==> src/design/hrmq_pkg.sv <==
package hrmq_pkg;

  localparam int MAP_DIM   = 256;
  localparam int FRAC_BITS = 10;
  localparam int DIR_FRAC  = 12;
  localparam int IDX_W     = $clog2(MAP_DIM);
  localparam int ADDR_W    = 2 * IDX_W;
  localparam int DEPTH     = MAP_DIM * MAP_DIM;
  localparam int ONE       = 1 << FRAC_BITS;

  // Field widths of the request and response.
  localparam int OP_W   = 2;
  localparam int CELL_W = 8;
  localparam int HGT_W  = 15;
  localparam int POS_W  = 22;
  localparam int DIR_W  = 14;
  localparam int T_W    = 21;
  localparam int ST_W   = 3;
  localparam int DIM_W  = 9;
  localparam int STEP_W = 13;
  localparam int CIDX_W = 2;

  // Shared multiplier operand widths.
  localparam int MA_W = 24;
  localparam int MB_W = 16;
  localparam int MP_W = MA_W + MB_W;

  localparam logic [OP_W-1:0] OP_WRITE = 2'd0;
  localparam logic [OP_W-1:0] OP_QUERY = 2'd1;
  localparam logic [OP_W-1:0] OP_RAY   = 2'd2;

  localparam logic [ST_W-1:0] ST_WRITTEN = 3'd0;
  localparam logic [ST_W-1:0] ST_HGT_OK  = 3'd1;
  localparam logic [ST_W-1:0] ST_HGT_OOR = 3'd2;
  localparam logic [ST_W-1:0] ST_HIT     = 3'd3;
  localparam logic [ST_W-1:0] ST_LEFT    = 3'd4;
  localparam logic [ST_W-1:0] ST_NO_HIT  = 3'd5;

  localparam logic [CIDX_W-1:0] REG_MAP_WIDTH   = 2'd0;
  localparam logic [CIDX_W-1:0] REG_MAP_HEIGHT  = 2'd1;
  localparam logic [CIDX_W-1:0] REG_COARSE_STEP = 2'd2;
  localparam logic [CIDX_W-1:0] REG_FINE_STEP   = 2'd3;

  typedef struct packed {
    logic signed [MA_W-1:0] a;
    logic signed [MB_W-1:0] b;
  } mul_op_t;

endpackage

==> src/design/hrmq_mul.sv <==
module hrmq_mul (
  input  logic                             clk,
  input  hrmq_pkg::mul_op_t                op,
  output logic signed [hrmq_pkg::MP_W-1:0] prod
);

  always_ff @(posedge clk) begin
    prod <= op.a * op.b;
  end

endmodule

==> config.mk <==
export PLATFORM = sky130hd
export DESIGN_NAME = hrmq_mul
export DESIGN_NICKNAME = d
export VERILOG_FILES = /design/src/design/hrmq_pkg.sv /design/src/design/hrmq_mul.sv
export SDC_FILE = /design/constraint.sdc
export NUM_CORES = 1
export LEC_CHECK = 0
export ABC_CLOCK_PERIOD_IN_PS = 6800
export BUFFER_PORTS_ARGS = -buffer_cell sky130_fd_sc_hd__buf_2
export CAP_MARGIN = 20
export CORE_MARGIN = 8
export CORE_UTILIZATION = 43
export DETAILED_ROUTE_END_ITERATION = 8
export SYNTH_ARGS = -nofsm -noshare
export SYNTH_HDL_FRONTEND = slang
export SYNTH_SLANG_ARGS = --single-unit
==> constraint.sdc <==
create_clock -name clk -period 6.8 [get_ports clk]
set_input_delay 0.34 -clock clk [delete_from_list [all_inputs] [get_ports clk]]
set_output_delay 0.34 -clock clk [all_outputs]
set_load 0.05 [all_outputs]
Word-level counts from Yosys, hierarchy flattened
Index checks and enable logic that the tools add are counted.
{"block": "word_totals", "in_bits": 41, "ff_bits": 40, "wordCells": 2}
{"block": "classes", "multipliers": 1}
{"cell": "multiplier 24 x 16 -> 40 bit", "n": 1}

Longest topological paths before layout
{"block": "logic_depth", "ltp_word": 1, "ltp_mapped": 24, "depth_no_buf": 23}

Worst setup path before layout
OpenSTA, ideal clock, no wires.
{"block": "synth_timing", "path_kind": "input port to flip-flop", "from": "input op[39] in the netlist's numbering", "to": "register prod[38] in the netlist's numbering", "setup_time_ns": 0.072, "cell_stages": 21, "n_path_buf": 1, "required_ns": 6.728, "setup_slack_ns": 1.006, "arrival_ns": 5.722, "path_cell_list": "clkbuf_1 nand2_1 inv_1 fa_1 inv_1 fa_1 inv_1 fa_1 fa_1 fa_1 inv_1 fa_1 inv_1 ha_1 or2_2 a311oi_1 o21bai_1 nor3_2 o31ai_2 o41ai_2 xnor2_1"}
{"block": "synth_via", "elab_chain_cells": 1}
{"element": "from (decl)", "line_no": "hrmq_mul.sv:3", "source": "input hrmq_pkg::mul_op_t op,"}
{"element": "multiplier 24 x 16 -> 40 bit", "line_no": "hrmq_mul.sv:8", "source": "prod <= op.a * op.b;"}
{"element": "to (signal assigned)", "line_no": "hrmq_mul.sv:8"}
{"element": "to (decl)", "line_no": "hrmq_mul.sv:4", "source": "output logic signed [hrmq_pkg::MP_W-1:0] prod"}
No other way between the ends.

Worst setup path after layout
{"block": "layout_timing", "from": "input op[1] in the netlist's numbering", "to": "register prod[36] in the netlist's numbering"}
The elaborated chain is that of the path after synthesis.

==> results.cfg <==
[yosys]
synth_common_cells = 436 x inv_1, 374 x fa_1, 224 x nand2_1
yosysTopAreaCell = fa_1
yosysSeqAreaShare = 0.05477
ys.flop_type = dfxtp_1
synth_edf_count = 0
async_flop_share = 0
netlist_top_cells_area = fa_1 51%, inv_1 11%, ha_1 8.4%, and2_1 6.5%, nand2_1 5.8%
synth.ff_latch_count = 40
syn_nets = 2107
syn_inst = 1594
synth.most_common_cell = inv_1
synth_area_um2 = 14620
synth.yosys.warnings = 0
synthDistinctLibCells = 47
syn-mean-instance-area_um2 = 9.173
synth_top_area_frac = 0.5121

[grt]
grt_pass1_vias = 11810
grt_util_all_layers = 0.1961
antenna_found_initial = 0
grt_max_degree = 25
grt_pass1_wl_um = 62560
grt.overflow.total = 0

[finish]
fin_area_um2 = 15760
largestRegisters = prod (40)
largest_reg_flops = 40
area_delta_synth_final_pct = 7.770
drive_gt1_frac = 0.08222
n_antenna_cell = 0
nNetsFinal = 2166
top_register = prod
finalNonFillerCells = 2102

[timing]
hold_viol = 0
relSlewSlack = 0.6243
rsz0062_at_grt = no
setup_viol = 0
fin_crit_ns = 6.445
fin_crit_sh = 0.9478
finalSetupTns_ns = 0
worstMarginPinSlew_ns = 0.5598
maxSlewViolCount = 0
fmax_ghz = 0.1552

[drt]
num_vias = 10330
highest-signal-layer = met4
wire_per_inst_um = 17.58
antenna_left = 0
wl_um = 36950
wl_met3_um = 1349
drtIter0Drc = 478
wl_met2_um = 18880
vias_per_cell = 4.914
drc = 0
wl_met1_um = 15220
drtPass1Iterations = 5

[clocking]
cts_made_buffers = 5
cts_root_buf = clkbuf_16
htree_num_levels = 2
cts_hold_buf = 0
cts-resized-gates = 0
clock-sinks = 40
clk_pin_slew_ns = 0.07
cts-root-to-sink-buffers = 2
post_cts_buffers = 0
cts_tree = yes

[floorplan]
die_h_um = 200.4
die_w_um = 200.4
pin_count = 81
core.rowCount = 67
die_area_um2 = 40160
fp.coreArea_um2 = 33530
start_util = 0.4360

[worst_hold_path]
whs_endpoint = prod[0]
hold_class = input pin to flop
worstHoldStart = op[0]
min_path_cells = 2

[critical_path]
critPathMaxFanout = 20
crit_required_ns = 7.03
cp.arrival_ns = 6.67
crit_type = input pin to flop
cp-end-kind = flop
start_kind = input pin

[placement]
placed_cell_area_um2 = 15580
hpwl_um = 31120
post-place-cells = 2094
io_buffers = 80
gp_congestion = 0.8364

[status]
status = completed

[job]
cap_violations = 0
-- area by class of cell --
cell class	count	area, um^2
clock buffers	5	125.1
clock inverters	3	46.29
fillers	3261	17770
inverters	436	1637
multi-input cells	1062	11980
flip-flops and latches	40	800.8
well taps	448	560.5
repair buffers	108	610.6
-- cell families (layout without fill, tap and decap cells) --
| family | count (synthesis) | after routing | share of synthesized area |
|---|---|---|---|
| AOI/OAI and AO/OA | 102 | 102 | 0.04920 |
| xor gates and xnor gates | 45 | 45 | 0.02695 |
| adders and majority gates | 472 | 472 | 0.5959 |
| buffers and inverters | 492 | 552 | 0.1263 |
| DFF | 40 | 40 | 0.05477 |
| and+or+nand+nor | 443 | 443 | 0.1468 |
-- worst max-delay path, cell delays in order --
cell and delay [ns]:
buf_2 0.24, buf_4 0.22, nand2_1 0.14, inv_1 0.10, fa_1 0.68, inv_1 0.14
fa_1 0.50, inv_1 0.05, fa_1 0.47, fa_1 0.54, fa_1 0.50, inv_1 0.05
fa_1 0.48, inv_1 0.05, ha_1 0.37, and3_1 0.31, and2_1 0.30, nand3_1 0.13
a21oi_2 0.30, nor3_2 0.14, o31ai_2 0.31, nor2_1 0.10, xnor2_1 0.18
-- stage by stage --
stage / hold slack (ns) / util / setup WS [ns]
after floorplan: 0.4673 / - / 1.006
after global placement: 0.8140 / 0.4647 / -0.1430
after detailed placement: 0.8100 / 0.4647 / -0.1052
after CTS: 0.5440 / 0.4698 / 0.1870
after global routing: 0.5698 / 0.4699 / 0.03464
final: 0.5548 / 0.4699 / 0.3547
-- per-layer routing --
layer | track usage | up-vias
li1 | - | 4698
met1 | 0.2427 | 5330
met5 | 0 | -
met3 | 0.02485 | 72
met4 | 0.08331 | 0
met2 | 0.3417 | 230
-- how the worst max path moves through the flow --
stage | start | to | slack, ns
detailed placement | op[1] | prod[39] | -0.11
global route | op[1] | prod[36] | 0.03
finish | op[1] | prod[36] | 0.35
CTS | op[1] | prod[37] | 0.19
floorplan | op[39] | prod[38] | 1.01
global placement | op[1] | prod[36] | -0.14
-- placed cells by master, fill, tap and decap left out, types with 7 or more instances in the layout --
cell type  Yosys  layout
a21o_1        10      10
a21oi_1       35      34
and2_1       152     152
buf_2          0      80
buf_4          0      28
dfxtp_1       40      40
fa_1         374     374
ha_1          98      98
inv_1        436     436
nand2_1      224     224
nand2b_1       7       7
nor2_1        30      30
o21ai_0       16      15
o21bai_1       7       7
xnor2_1       35      35
xor2_1        10      10
Power is not shown: default switching activity piles up to over one toggle a cycle in this logic, so the estimate is an artifact.
